`src/rtl/lprd_pkg.sv`:
```
`default_nettype none
package lprd_pkg;

  localparam int unsigned QUEUE_DEPTH_DEFAULT = 4;

  localparam logic [31:0] MAX_LEN_RESET  = 32'd4096;
  localparam logic [15:0] MAX_ARGS_RESET = 16'd1024;

  localparam int unsigned CFG_INDEX_W = 8;
  localparam logic [CFG_INDEX_W-1:0] CFG_MAX_MESSAGE_LENGTH = 8'd0;
  localparam logic [CFG_INDEX_W-1:0] CFG_MAX_ARGUMENT_COUNT = 8'd1;

  localparam logic [1:0] KIND_ARG_BYTE = 2'd0;
  localparam logic [1:0] KIND_ACCEPTED = 2'd1;
  localparam logic [1:0] KIND_TOO_LONG = 2'd2;
  localparam logic [1:0] KIND_BAD      = 2'd3;

  localparam logic [2:0] CLASS_GET     = 3'd0;
  localparam logic [2:0] CLASS_SET     = 3'd1;
  localparam logic [2:0] CLASS_DEL     = 3'd2;
  localparam logic [2:0] CLASS_KEYS    = 3'd3;
  localparam logic [2:0] CLASS_UNKNOWN = 3'd4;

  typedef struct packed {
    logic [31:0] max_message_length;
    logic [15:0] max_argument_count;
  } cfg_t;

  // one queue entry: an optional argument byte and an optional verdict after it
  typedef struct packed {
    logic        byte_valid;
    logic [7:0]  arg_byte;
    logic [15:0] arg_index;
    logic        arg_last;
    logic        verdict_valid;
    logic [1:0]  verdict_kind;
    logic [2:0]  command_class;
    logic [15:0] arg_total;
  } rec_t;

endpackage
`default_nettype wire

```
`src/rtl/lprd_front.sv`:
```
`default_nettype none
module lprd_front (
  input  wire                 clk,
  input  wire                 rst_n,
  input  lprd_pkg::cfg_t      cfg,
  input  wire                 in_valid,
  output logic                in_ready,
  input  wire  [7:0]          in_byte,
  input  wire                 in_restart,
  input  wire                 q_ready,
  output logic                push,
  output lprd_pkg::rec_t      rec
);

  typedef enum logic [4:0] {
    PH_LEN    = 5'b00001,
    PH_COUNT  = 5'b00010,
    PH_ALEN   = 5'b00100,
    PH_ABYTES = 5'b01000,
    PH_END    = 5'b10000
  } phase_t;

  localparam logic [31:0] TXT_GET  = 32'h0074_6567;
  localparam logic [31:0] TXT_SET  = 32'h0074_6573;
  localparam logic [31:0] TXT_DEL  = 32'h006c_6564;
  localparam logic [31:0] TXT_KEYS = 32'h7379_656b;

  phase_t      phase_r, phase_nxt;
  logic [1:0]  wbc_r, wbc_nxt;
  logic [31:0] acc_r, acc_nxt;
  logic [31:0] body_rem_r, body_rem_nxt;
  logic [15:0] args_exp_r, args_exp_nxt;
  logic [15:0] cur_arg_r, cur_arg_nxt;
  logic [31:0] abl_r, abl_nxt;
  logic [2:0]  fal_r, fal_nxt;
  logic [31:0] fat_r, fat_nxt;
  logic        bad_r, bad_nxt;
  logic        closed_r, closed_nxt;

  logic accept;

  function automatic logic [2:0] classify(input logic [15:0] n, input logic [2:0] len,
                                          input logic [31:0] txt);
    logic [2:0] c;
    c = lprd_pkg::CLASS_UNKNOWN;
    if (n == 16'd2 && len == 3'd3 && txt == TXT_GET) c = lprd_pkg::CLASS_GET;
    else if (n == 16'd3 && len == 3'd3 && txt == TXT_SET) c = lprd_pkg::CLASS_SET;
    else if (n == 16'd2 && len == 3'd3 && txt == TXT_DEL) c = lprd_pkg::CLASS_DEL;
    else if (n == 16'd1 && len == 3'd4 && txt == TXT_KEYS) c = lprd_pkg::CLASS_KEYS;
    return c;
  endfunction

  assign in_ready = q_ready;
  assign accept   = in_valid && q_ready;
  assign push     = accept && (rec.byte_valid || rec.verdict_valid);

  always_comb begin
    logic [31:0] word;
    logic        word_done;
    logic [31:0] rem;
    logic [15:0] ca1;
    word         = acc_r | ({24'd0, in_byte} << {wbc_r, 3'b000});
    word_done    = (wbc_r == 2'd3);
    rem          = body_rem_r - 32'd1;
    ca1          = cur_arg_r + 16'd1;
    phase_nxt    = phase_r;
    wbc_nxt      = wbc_r;
    acc_nxt      = acc_r;
    body_rem_nxt = body_rem_r;
    args_exp_nxt = args_exp_r;
    cur_arg_nxt  = cur_arg_r;
    abl_nxt      = abl_r;
    fal_nxt      = fal_r;
    fat_nxt      = fat_r;
    bad_nxt      = bad_r;
    closed_nxt   = closed_r;
    rec          = '0;

    if (in_restart) begin
      phase_nxt    = PH_LEN;
      wbc_nxt      = '0;
      acc_nxt      = '0;
      body_rem_nxt = '0;
      args_exp_nxt = '0;
      cur_arg_nxt  = '0;
      abl_nxt      = '0;
      fal_nxt      = '0;
      fat_nxt      = '0;
      bad_nxt      = 1'b0;
      closed_nxt   = 1'b0;
    end else if (!closed_r) begin
      if (phase_r == PH_LEN) begin
        wbc_nxt = wbc_r + 2'd1;
        acc_nxt = word;
        if (word_done) begin
          acc_nxt = '0;
          if (word > cfg.max_message_length) begin
            rec.verdict_valid = 1'b1;
            rec.verdict_kind  = lprd_pkg::KIND_TOO_LONG;
            closed_nxt        = 1'b1;
          end else if (word == 32'd0) begin
            rec.verdict_valid = 1'b1;
            rec.verdict_kind  = lprd_pkg::KIND_BAD;
            closed_nxt        = 1'b1;
          end else begin
            body_rem_nxt = word;
            phase_nxt    = PH_COUNT;
            bad_nxt      = 1'b0;
            args_exp_nxt = '0;
            cur_arg_nxt  = '0;
            abl_nxt      = '0;
            fal_nxt      = '0;
            fat_nxt      = '0;
          end
        end
      end else begin
        body_rem_nxt = rem;
        if (!bad_r) begin
          unique case (phase_r)
            PH_COUNT: begin
              wbc_nxt = wbc_r + 2'd1;
              acc_nxt = word;
              if (word_done) begin
                acc_nxt = '0;
                if (word > {16'd0, cfg.max_argument_count}) begin
                  bad_nxt = 1'b1;
                end else begin
                  args_exp_nxt = word[15:0];
                  cur_arg_nxt  = '0;
                  phase_nxt    = (word == 32'd0) ? PH_END : PH_ALEN;
                end
              end
            end
            PH_ALEN: begin
              wbc_nxt = wbc_r + 2'd1;
              acc_nxt = word;
              if (word_done) begin
                acc_nxt = '0;
                if (word > rem) begin
                  bad_nxt = 1'b1;
                end else if (word == 32'd0) begin
                  cur_arg_nxt = ca1;
                  phase_nxt   = (ca1 == args_exp_r) ? PH_END : PH_ALEN;
                end else begin
                  abl_nxt   = word;
                  phase_nxt = PH_ABYTES;
                end
              end
            end
            PH_ABYTES: begin
              if (cur_arg_r == 16'd0) begin
                if (fal_r < 3'd4) fat_nxt = fat_r | ({24'd0, in_byte} << {fal_r[1:0], 3'b000});
                if (fal_r < 3'd5) fal_nxt = fal_r + 3'd1;
              end
              rec.byte_valid = 1'b1;
              rec.arg_byte   = in_byte;
              rec.arg_index  = cur_arg_r;
              rec.arg_last   = (abl_r == 32'd1);
              abl_nxt        = abl_r - 32'd1;
              if (abl_r == 32'd1) begin
                cur_arg_nxt = ca1;
                phase_nxt   = (ca1 == args_exp_r) ? PH_END : PH_ALEN;
              end
            end
            PH_END: begin
              bad_nxt = 1'b1;
            end
            default: begin
              bad_nxt = 1'b1;
            end
          endcase
        end
        if (rem == 32'd0) begin
          rec.verdict_valid = 1'b1;
          if (bad_nxt || phase_nxt != PH_END) begin
            rec.verdict_kind = lprd_pkg::KIND_BAD;
            closed_nxt       = 1'b1;
          end else begin
            rec.verdict_kind  = lprd_pkg::KIND_ACCEPTED;
            rec.command_class = classify(args_exp_nxt, fal_nxt, fat_nxt);
            rec.arg_total     = args_exp_nxt;
          end
          phase_nxt = PH_LEN;
          wbc_nxt   = '0;
          acc_nxt   = '0;
          bad_nxt   = 1'b0;
        end
      end
    end
  end

  always_ff @(posedge clk) begin
    if (!rst_n) begin
      phase_r    <= PH_LEN;
      wbc_r      <= '0;
      acc_r      <= '0;
      body_rem_r <= '0;
      args_exp_r <= '0;
      cur_arg_r  <= '0;
      abl_r      <= '0;
      fal_r      <= '0;
      fat_r      <= '0;
      bad_r      <= 1'b0;
      closed_r   <= 1'b0;
    end else if (accept) begin
      phase_r    <= phase_nxt;
      wbc_r      <= wbc_nxt;
      acc_r      <= acc_nxt;
      body_rem_r <= body_rem_nxt;
      args_exp_r <= args_exp_nxt;
      cur_arg_r  <= cur_arg_nxt;
      abl_r      <= abl_nxt;
      fal_r      <= fal_nxt;
      fat_r      <= fat_nxt;
      bad_r      <= bad_nxt;
      closed_r   <= closed_nxt;
    end
  end

endmodule
`default_nettype wire

```
`src/rtl/lprd_queue.sv`:
```
`default_nettype none
module lprd_queue #(
  parameter int unsigned DEPTH = lprd_pkg::QUEUE_DEPTH_DEFAULT
) (
  input  wire             clk,
  input  wire             rst_n,
  input  wire             push,
  input  lprd_pkg::rec_t  push_data,
  output logic            ready,
  input  wire             pop,
  output logic            valid,
  output lprd_pkg::rec_t  pop_data
);

  localparam int unsigned PTR_W = (DEPTH > 1) ? $clog2(DEPTH) : 1;
  localparam int unsigned CNT_W = $clog2(DEPTH + 1);
  localparam logic [PTR_W-1:0] LAST_PTR = PTR_W'(DEPTH - 1);
  localparam logic [CNT_W-1:0] FULL_CNT = CNT_W'(DEPTH);

  lprd_pkg::rec_t mem [DEPTH];

  logic [PTR_W-1:0] wr_ptr_r, rd_ptr_r;
  logic [CNT_W-1:0] count_r;

  assign ready    = (count_r != FULL_CNT);
  assign valid    = (count_r != '0);
  assign pop_data = mem[rd_ptr_r];

  always_ff @(posedge clk) begin
    if (push) mem[wr_ptr_r] <= push_data;
  end

  always_ff @(posedge clk) begin
    if (!rst_n) begin
      wr_ptr_r <= '0;
      rd_ptr_r <= '0;
      count_r  <= '0;
    end else begin
      if (push) wr_ptr_r <= (wr_ptr_r == LAST_PTR) ? '0 : wr_ptr_r + PTR_W'(1);
      if (pop)  rd_ptr_r <= (rd_ptr_r == LAST_PTR) ? '0 : rd_ptr_r + PTR_W'(1);
      if (push && !pop) count_r <= count_r + CNT_W'(1);
      else if (pop && !push) count_r <= count_r - CNT_W'(1);
    end
  end

endmodule
`default_nettype wire

```
`src/rtl/lprd_back.sv`:
```
`default_nettype none
module lprd_back (
  input  wire             clk,
  input  wire             rst_n,
  input  wire             q_valid,
  input  lprd_pkg::rec_t  q_data,
  output logic            pop,
  output logic            out_valid,
  input  wire             out_ready,
  output logic [1:0]      event_kind,
  output logic [7:0]      arg_byte,
  output logic [15:0]     arg_index,
  output logic            arg_last,
  output logic [2:0]      command_class,
  output logic [15:0]     arg_total,
  output logic            frame_last
);

  lprd_pkg::rec_t cur_r;
  logic           cur_valid_r;
  logic           byte_done_r;

  logic show_byte;
  logic fire;
  logic finish;

  assign show_byte = cur_r.byte_valid && !byte_done_r;
  assign fire      = cur_valid_r && out_ready;
  assign finish    = fire && !(show_byte && cur_r.verdict_valid);
  assign pop       = q_valid && (!cur_valid_r || finish);

  assign out_valid     = cur_valid_r;
  assign event_kind    = show_byte ? lprd_pkg::KIND_ARG_BYTE : cur_r.verdict_kind;
  assign arg_byte      = show_byte ? cur_r.arg_byte : 8'd0;
  assign arg_index     = show_byte ? cur_r.arg_index : 16'd0;
  assign arg_last      = show_byte ? cur_r.arg_last : 1'b0;
  assign command_class = show_byte ? 3'd0 : cur_r.command_class;
  assign arg_total     = show_byte ? 16'd0 : cur_r.arg_total;
  assign frame_last    = show_byte ? !cur_r.verdict_valid : 1'b1;

  always_ff @(posedge clk) begin
    if (pop) cur_r <= q_data;
  end

  always_ff @(posedge clk) begin
    if (!rst_n) begin
      cur_valid_r <= 1'b0;
      byte_done_r <= 1'b0;
    end else begin
      if (pop) begin
        cur_valid_r <= 1'b1;
        byte_done_r <= 1'b0;
      end else if (finish) begin
        cur_valid_r <= 1'b0;
      end else if (fire) begin
        byte_done_r <= 1'b1;
      end
    end
  end

endmodule
`default_nettype wire

```
`src/rtl/length_prefixed_request_deframer_unit.sv`:
```
// Length-prefixed request deframer: takes one connection byte per request on the in_
// stream (in_tdata = byte, in_tuser[0] = restart) and passes argument bytes through with
// their index and last mark, then a verdict (accepted with command class and argument
// count, length too large, or bad request) when each message body ends or its length
// word is refused. After an error bytes are dropped until a restart request. One input
// byte is taken and parsed every cycle while in_tready is high. A byte that both ends an
// argument and ends the body yields two results, which the output side sends one after
// the other; a small queue between parser and output lets the input keep running while
// results wait, and in_tready drops only while that queue is full.
// Configuration: index 0 max message length, index 1 max argument count.
`default_nettype none
module length_prefixed_request_deframer_unit #(
  parameter int unsigned QUEUE_DEPTH = lprd_pkg::QUEUE_DEPTH_DEFAULT
) (
  input  wire                              clk,
  input  wire                              rst_n,
  input  wire                              in_tvalid,
  output logic                             in_tready,
  input  wire  [7:0]                       in_tdata,   // in_byte
  input  wire  [0:0]                       in_tuser,   // restart
  output logic                             out_tvalid,
  input  wire                              out_tready,
  // event_kind, arg_byte, arg_index, arg_last, command_class, arg_total, zero pad
  output logic [47:0]                      out_tdata,
  output logic                             out_tlast,
  input  wire                              cfg_valid,
  output logic                             cfg_ready,
  input  wire  [lprd_pkg::CFG_INDEX_W-1:0] cfg_index,
  input  wire  [31:0]                      cfg_data
);

  lprd_pkg::cfg_t cfg_r;
  lprd_pkg::rec_t front_rec;
  lprd_pkg::rec_t q_data;

  logic        push, q_ready, q_valid, pop;
  logic [1:0]  event_kind;
  logic [7:0]  arg_byte;
  logic [15:0] arg_index;
  logic        arg_last;
  logic [2:0]  command_class;
  logic [15:0] arg_total;

  assign cfg_ready = 1'b1;

  always_ff @(posedge clk) begin
    if (!rst_n) begin
      cfg_r.max_message_length <= lprd_pkg::MAX_LEN_RESET;
      cfg_r.max_argument_count <= lprd_pkg::MAX_ARGS_RESET;
    end else if (cfg_valid) begin
      unique case (cfg_index)
        lprd_pkg::CFG_MAX_MESSAGE_LENGTH: cfg_r.max_message_length <= cfg_data;
        lprd_pkg::CFG_MAX_ARGUMENT_COUNT: cfg_r.max_argument_count <= cfg_data[15:0];
        default: begin
        end
      endcase
    end
  end

  lprd_front u_front (
    .clk        (clk),
    .rst_n      (rst_n),
    .cfg        (cfg_r),
    .in_valid   (in_tvalid),
    .in_ready   (in_tready),
    .in_byte    (in_tdata),
    .in_restart (in_tuser[0]),
    .q_ready    (q_ready),
    .push       (push),
    .rec        (front_rec)
  );

  lprd_queue #(
    .DEPTH (QUEUE_DEPTH)
  ) u_queue (
    .clk       (clk),
    .rst_n     (rst_n),
    .push      (push),
    .push_data (front_rec),
    .ready     (q_ready),
    .pop       (pop),
    .valid     (q_valid),
    .pop_data  (q_data)
  );

  lprd_back u_back (
    .clk           (clk),
    .rst_n         (rst_n),
    .q_valid       (q_valid),
    .q_data        (q_data),
    .pop           (pop),
    .out_valid     (out_tvalid),
    .out_ready     (out_tready),
    .event_kind    (event_kind),
    .arg_byte      (arg_byte),
    .arg_index     (arg_index),
    .arg_last      (arg_last),
    .command_class (command_class),
    .arg_total     (arg_total),
    .frame_last    (out_tlast)
  );

  assign out_tdata = {2'b00, arg_total, command_class, arg_last, arg_index, arg_byte,
                      event_kind};

`ifndef ASSERT_OFF
  a_push_has_room: assert property (@(posedge clk) disable iff (!rst_n)
    push |-> q_ready) else $error("push into full queue");

  a_verdict_ends_frame: assert property (@(posedge clk) disable iff (!rst_n)
    (out_tvalid && event_kind != lprd_pkg::KIND_ARG_BYTE) |-> out_tlast)
    else $error("verdict without frame end");

  a_open_frame_is_byte: assert property (@(posedge clk) disable iff (!rst_n)
    (out_tvalid && !out_tlast) |-> (event_kind == lprd_pkg::KIND_ARG_BYTE))
    else $error("non-byte result before frame end");

  a_class_only_on_accept: assert property (@(posedge clk) disable iff (!rst_n)
    (out_tvalid && event_kind != lprd_pkg::KIND_ACCEPTED)
      |-> (command_class == 3'd0 && arg_total == 16'd0))
    else $error("class or total outside accept");
`endif

endmodule
`default_nettype wire
```
`config.mk`:
```
export PLATFORM = sky130hd
export DESIGN_NAME = length_prefixed_request_deframer_unit
export DESIGN_NICKNAME = d
export VERILOG_FILES = /design/src/rtl/lprd_pkg.sv /design/src/rtl/lprd_front.sv /design/src/rtl/lprd_queue.sv /design/src/rtl/lprd_back.sv /design/src/rtl/length_prefixed_request_deframer_unit.sv
export SDC_FILE = /design/constraint.sdc
export NUM_CORES = 1
export LEC_CHECK = 0
export BUFFER_PORTS_ARGS = -buffer_cell sky130_fd_sc_hd__buf_4
export CORE_ASPECT_RATIO = 1.1
export CORE_MARGIN = 1.5
export CORE_UTILIZATION = 55
export DETAILED_ROUTE_END_ITERATION = 16
export GPL_ROUTABILITY_DRIVEN = 0
export PLACE_DENSITY = 0.72
export SYNTH_ARGS = -nofsm -noshare
export SYNTH_HDL_FRONTEND = slang
export SYNTH_HIERARCHICAL = 1
export SYNTH_SLANG_ARGS = --single-unit
```
`constraint.sdc`:
```
create_clock -name clk -period 5.6 [get_ports clk]
set_clock_uncertainty 0.05 [all_clocks]
set_input_delay 0 -clock clk [delete_from_list [all_inputs] [get_ports clk]]
set_output_delay 0 -clock clk [all_outputs]
set_load 0.05 [all_outputs]
```
### Word-level counts from Yosys, hierarchy flattened

Memory sizes are Yosys's and may differ from the RTL's. A register that Yosys moved wholly into a read port is not among the register bits.
Cells that the tools add are included.

* RAM bits: 192
* latch bits: 0
* input bits: 54
* word-level logic and storage cells: 269
* memories kept: 1
* output and inout port bits: 52
* flip-flop bits (word level): 229
* bits in read-only memories: 0

* add/sub/neg operators: 9
* shift operators: 2
* bitwise operators: 4
* divide/modulo/power cells: 0
* $lt $le $gt $ge: 5
* multipliers: 0
* reduce and logical (&&, ||, !) cells: 44
* multiplexer cells: 152
* eq/ne operators: 34

Memory list
* u_queue.mem: depth 4, width 48, rd ports 1, clocked after memory_dff 1, wr ports 1, line lprd_queue.sv:20 `lprd_pkg::rec_t mem [DEPTH];`

Operators by type and width (number)
* $mux 32: 32
* $mux 16: 25
* $eq 32x23->1 const B: 3
* $mux 48: 2
* $mux 5: 19
* $mux 26: 3
* $mux 3: 24
* $gt 32x32->1: 2
* $logic_not 32->1: 2
* $or 32x32->32: 2
* $pmux 32 s2: 1
* $shl 8x5->32: 2
* $sub 32x1->32 const B: 2
* $pmux 16 s3: 1
* $mux 19: 2
* $eq 16x2->1 const B: 2
* $eq 32x1->1 const B: 1
* $eq 32x31->1 const B: 1
* $gt 32x16->1: 1
* $mux 1: 29
* $mux 22: 1
* $mux 2: 10
* $add 16x1->16 const B: 1
* $eq 16x1->1 const B: 1
* other kinds (39): 81

### Depth between registers and ports, before layout

* word-level depth: 28
* gate-level depth with buffers: 21
* mapped depth without buffers: 19

### Modules after synthesis

The synthesis kept the hierarchy.

By module, submodules not included
* lprd_front: times used 1, sequential area each 3443.3 um^2, cells an instance 1713, area an instance 12971.2 um^2
* lprd_queue: times used 1, sequential area each 5945.7 um^2, cells an instance 295, area an instance 7377.1 um^2
* length_prefixed_request_deframer_unit: times used 1, sequential area each 960.9 um^2, cells an instance 204, area an instance 1943.1 um^2
* lprd_back: times used 1, sequential area each 1481.4 um^2, cells an instance 111, area an instance 1880.6 um^2

### Worst setup path after synthesis

OpenSTA, ideal clock, no wires.

* path kind: register to register
* start point: reg u_front.body_rem_r[13]
* end point: mem u_queue/mem[0][18] (netlist name), data pin
* clock period less this slack: 4.963 ns
* cell stages (with the launch flop): 17
* arrival: 4.674 ns
* data required time: 5.311 ns
* buffers on the path: 1
* path slack: 0.637 ns
* library setup time: 0.239 ns
* cell sequence: dfxtp_1 or4_1 buf_2 nor4_2 nand3_1 or4_1 xor2_1 ha_1 nand4_1 nor4_1 nand3_1 a211oi_1 a32oi_1 o31a_1 o21bai_1 nand4_4 nor4_1

RTL lines
* start, declared: line lprd_front.sv:31 `logic [31:0] body_rem_r, body_rem_nxt;`
* start signal, assigned: line lprd_front.sv:209 `body_rem_r <= body_rem_nxt;`
* end, declared: line lprd_queue.sv:20

### Final worst setup path

* start point: reg u_front.body_rem_r[13]
* end point: reg u_front.cur_arg_r[12]

* cells in the longest elaborated chain, start to end: 4

RTL lines
* $sub 32x1->32: line lprd_front.sv:64 `rem = body_rem_r - 32'd1;`
* $gt 32x32->1: line lprd_front.sv:139 `if (word > rem) begin`
* $ne 4x3->1 (no line)
* $reduce_and 13->1 (no line)
* end signal, assigned: line lprd_front.sv:211 `cur_arg_r <= cur_arg_nxt;`
* end, declared: line lprd_front.sv:33 `logic [15:0] cur_arg_r, cur_arg_nxt;`

Every way passes these cells.
A chain may end at the register's enable or synchronous reset.

==> reports/results.tsv <==
metric	value	unit
ys_top_cells_by_area	edfxtp_1 (30%), dfxtp_1 (19%), ha_1 (4.8%), mux4_2 (4.5%), nand2_1 (3.2%)	
antenna_found_initial	0	
grt_max_degree	108	
status	finished clean	
cp-end-kind	flip-flop	
pwr-share-comb	0.319	
cp.required	6.01	ns
fin_cells	3064	
layout-drive-gt1-share	0.146	
leakage	10.3	nW
cp_max_fo	14	
slew_headroom	0.195	
placed_cells	2921	
p_sw_frac	0.347	
period_minus_slack	5.44	ns
dp_slack	0.174	ns
ios	106	
drtIter0Drc	2176	
pwr-share-clk	0.302	
grt_overflow	0	
syn_avg_cell_area	10.4	µm²
synth_cell_types	94	
ys_ff_latch	471	
setup_violations	0	
start_util	0.558	
maxCapViolations	0	
cts_tree	yes	
routed_wl	67300	µm
irDropWorstVdd	0.339	mV
ff_latch_area	0.0118	mm²
fillers	3377	
grt_pass1_wl	105000	µm
critPathLaunchType	flip-flop	
p_switching	3.69	mW
drv_slew	0	
ctsHtreeMaxLevel	2	
hold_violations	0	
post_cts_buffers	0	
coreArea	0.0433	mm²
cts_max_path_buffers	3	
yosysMostFrequentCell	edfxtp_1	
die_h	223	µm
path_cells	or4_1, or4_1, nor3_1, xnor2_1, ha_1, a21o_1, a21o_1, a211oi_1, nor3_1, a211o_1, o21ai_0, nand3_1, o311ai_0, o31ai_1	
synthCells	2323	
wire_per_inst	22.0	µm
drt_pass1_iterations	6	
die_area	0.0452	mm²
p_total	10.6	mW
fmax	184	MHz
grt_pass1_vias	19207	
grt.total_usage	0.296	
crit_type	flip-flop to flip-flop	
synth_top_cell_area_share	0.298	
cts_buffers	48	
portBuffers	102	
synth_enable_flop_cells	240	
syn_to_final_growth	14.9	%
die_w	203	µm
rows	80	
cts-root-buf	clkbuf_16	
vias	19736	
clk_latency	0.60	ns
max_stage_delay	0.66	ns
yosysTopAreaCell	edfxtp_1	
synth_commonest_cells	edfxtp_1 (240), dfxtp_1 (231), nand2_1 (204)	
final_nets	2599	
slowest_stage	or4_1	
yosysWarnings	6	
worst_slew_pin_slew	1.20	ns
p_int	6.95	mW
period_share	0.971	
cts.reportedPaths.clkPinSlew	0.06	ns
ys_async_sr_fraction	0	
synth_flop_cell	edfxtp_1	
grt_setup_unrepaired	true	
ant_nets	0	
power_density	383	mW/mm²
hpwl	45500	µm
multi_input_area	0.0114	mm²
finalWorstSetupSlack	0.161	ns
cts_sinks	471	
seq_area_frac_synth	0.489	
n_antenna_cell	0	
drc	0	
worst_ep_arrival_time	5.84	ns
min_path_type	primary input to flip-flop	
vias_per_cell	6.44	
netlist_area	0.0242	mm²
pwr-share-seq	0.379	
## what timing repair did
action,4_1_cts,5_1_grt
hold buffers,54,0
resized for setup,0,13
endpoints found under the hold margin,164,0
endpoints found under the setup margin,0,75
## per-stage QoR
stage	util	area [µm²]	hold slack, ns	TNS (ns)
6_report	0.641	27800	0.0565	0
3_3_place_gp	0.590	25600	0.209	0
4_1_cts	0.639	27700	0.0372	0
3_5_place_dp	0.590	25600	0.217	0
5_1_grt	0.641	27800	0.111	-0.172
2_1_floorplan	-	24200	0.0676	0
## power groups by stage
| stage | Combinational [mW] | Sequential (mW) | Clock [mW] |
|---|---|---|---|
| finish | 3.39 | 4.04 | 3.22 |
| global route | 3.61 | 4.06 | 3.40 |
| CTS | 3.36 | 4.04 | 3.27 |
| detailed placement | 3.32 | 4.11 | 0 |
| global placement | 3.27 | 4.10 | 0 |
| floorplan | 2.42 | 4.10 | 0 |
## layout by cell type, fill, tap and decap left out, types with 93 or more instances in the layout
| master | n |
|---|---|
| nor2_1 | 171 |
| nand2_1 | 204 |
| ha_1 | 93 |
| inv_1 | 102 |
| buf_4 | 169 |
| dfxtp_1 | 229 |
| edfxtp_1 | 240 |
| a21oi_1 | 142 |
## kinds of logic after synthesis
group / Yosys count / synth area share
and+or+nand+nor: 808 / 0.174
adders and majority gates: 94 / 0.0490
DFF: 471 / 0.489
xor gates and xnor gates: 55 / 0.0199
AOI/OAI and AO/OA: 533 / 0.153
buffers and inverters: 254 / 0.0458
muxes: 106 / 0.0688
other: 2 / 0.000311
## worst max-delay path: cells and delay by family (launching register included)
family | cells | cell delay, ns
flops | 1 | 0.36
fa+ha+maj | 1 | 0.28
xor+xnor | 1 | 0.18
compound gates | 7 | 2.22
simple gates | 5 | 2.19
## path summary, 6_finish.rpt
check	start	slack, ns	cells after the start	to
worst max-delay path	u_front/body_rem_r[13]$_SDFFE_PN0P_	0.16	14	u_front/cur_arg_r[12]$_SDFFE_PN0P_
worst min-delay path	cfg_index[4]	0.06	4	cfg_r[11]$_SDFFE_PN0P_
worst max register to register	u_front/body_rem_r[13]$_SDFFE_PN0P_	0.16	14	u_front/cur_arg_r[12]$_SDFFE_PN0P_
worst min register to register	cfg_r[24]$_SDFFE_PN0P_	0.41	2	cfg_r[24]$_SDFFE_PN0P_
## flip-flops by register name, summed over array words and instances, names as in the netlist, 5 cells and up, named ones only
signal / count
u_back/cur_r: 48
u_front/body_rem_r: 32
u_queue/mem: 192
u_front/cur_arg_r: 16
cfg_r: 48
u_front/phase_r: 5
u_front/fat_r: 32
u_front/args_exp_r: 16
u_front/acc_r: 32
u_front/abl_r: 32
## per-layer routing
metal	global-route usage	vias to the layer above	part of all wire
li1	-	8997	-
met1	0.370	9536	0.39
met2	0.480	946	0.47
met3	0.0519	257	0.076
met4	0.181	0	0.064
met5	0	-	0
## cell type report
cell class	count	area share
well taps	574	0.0259
repair buffers	227	0.0674
flip-flops and latches	471	0.426
clock inverters	24	0.00978
inverters	104	0.0141
multi-input cells	1599	0.409
clock buffers	65	0.0474
Note: power is estimated with default switching activity, not from simulation.
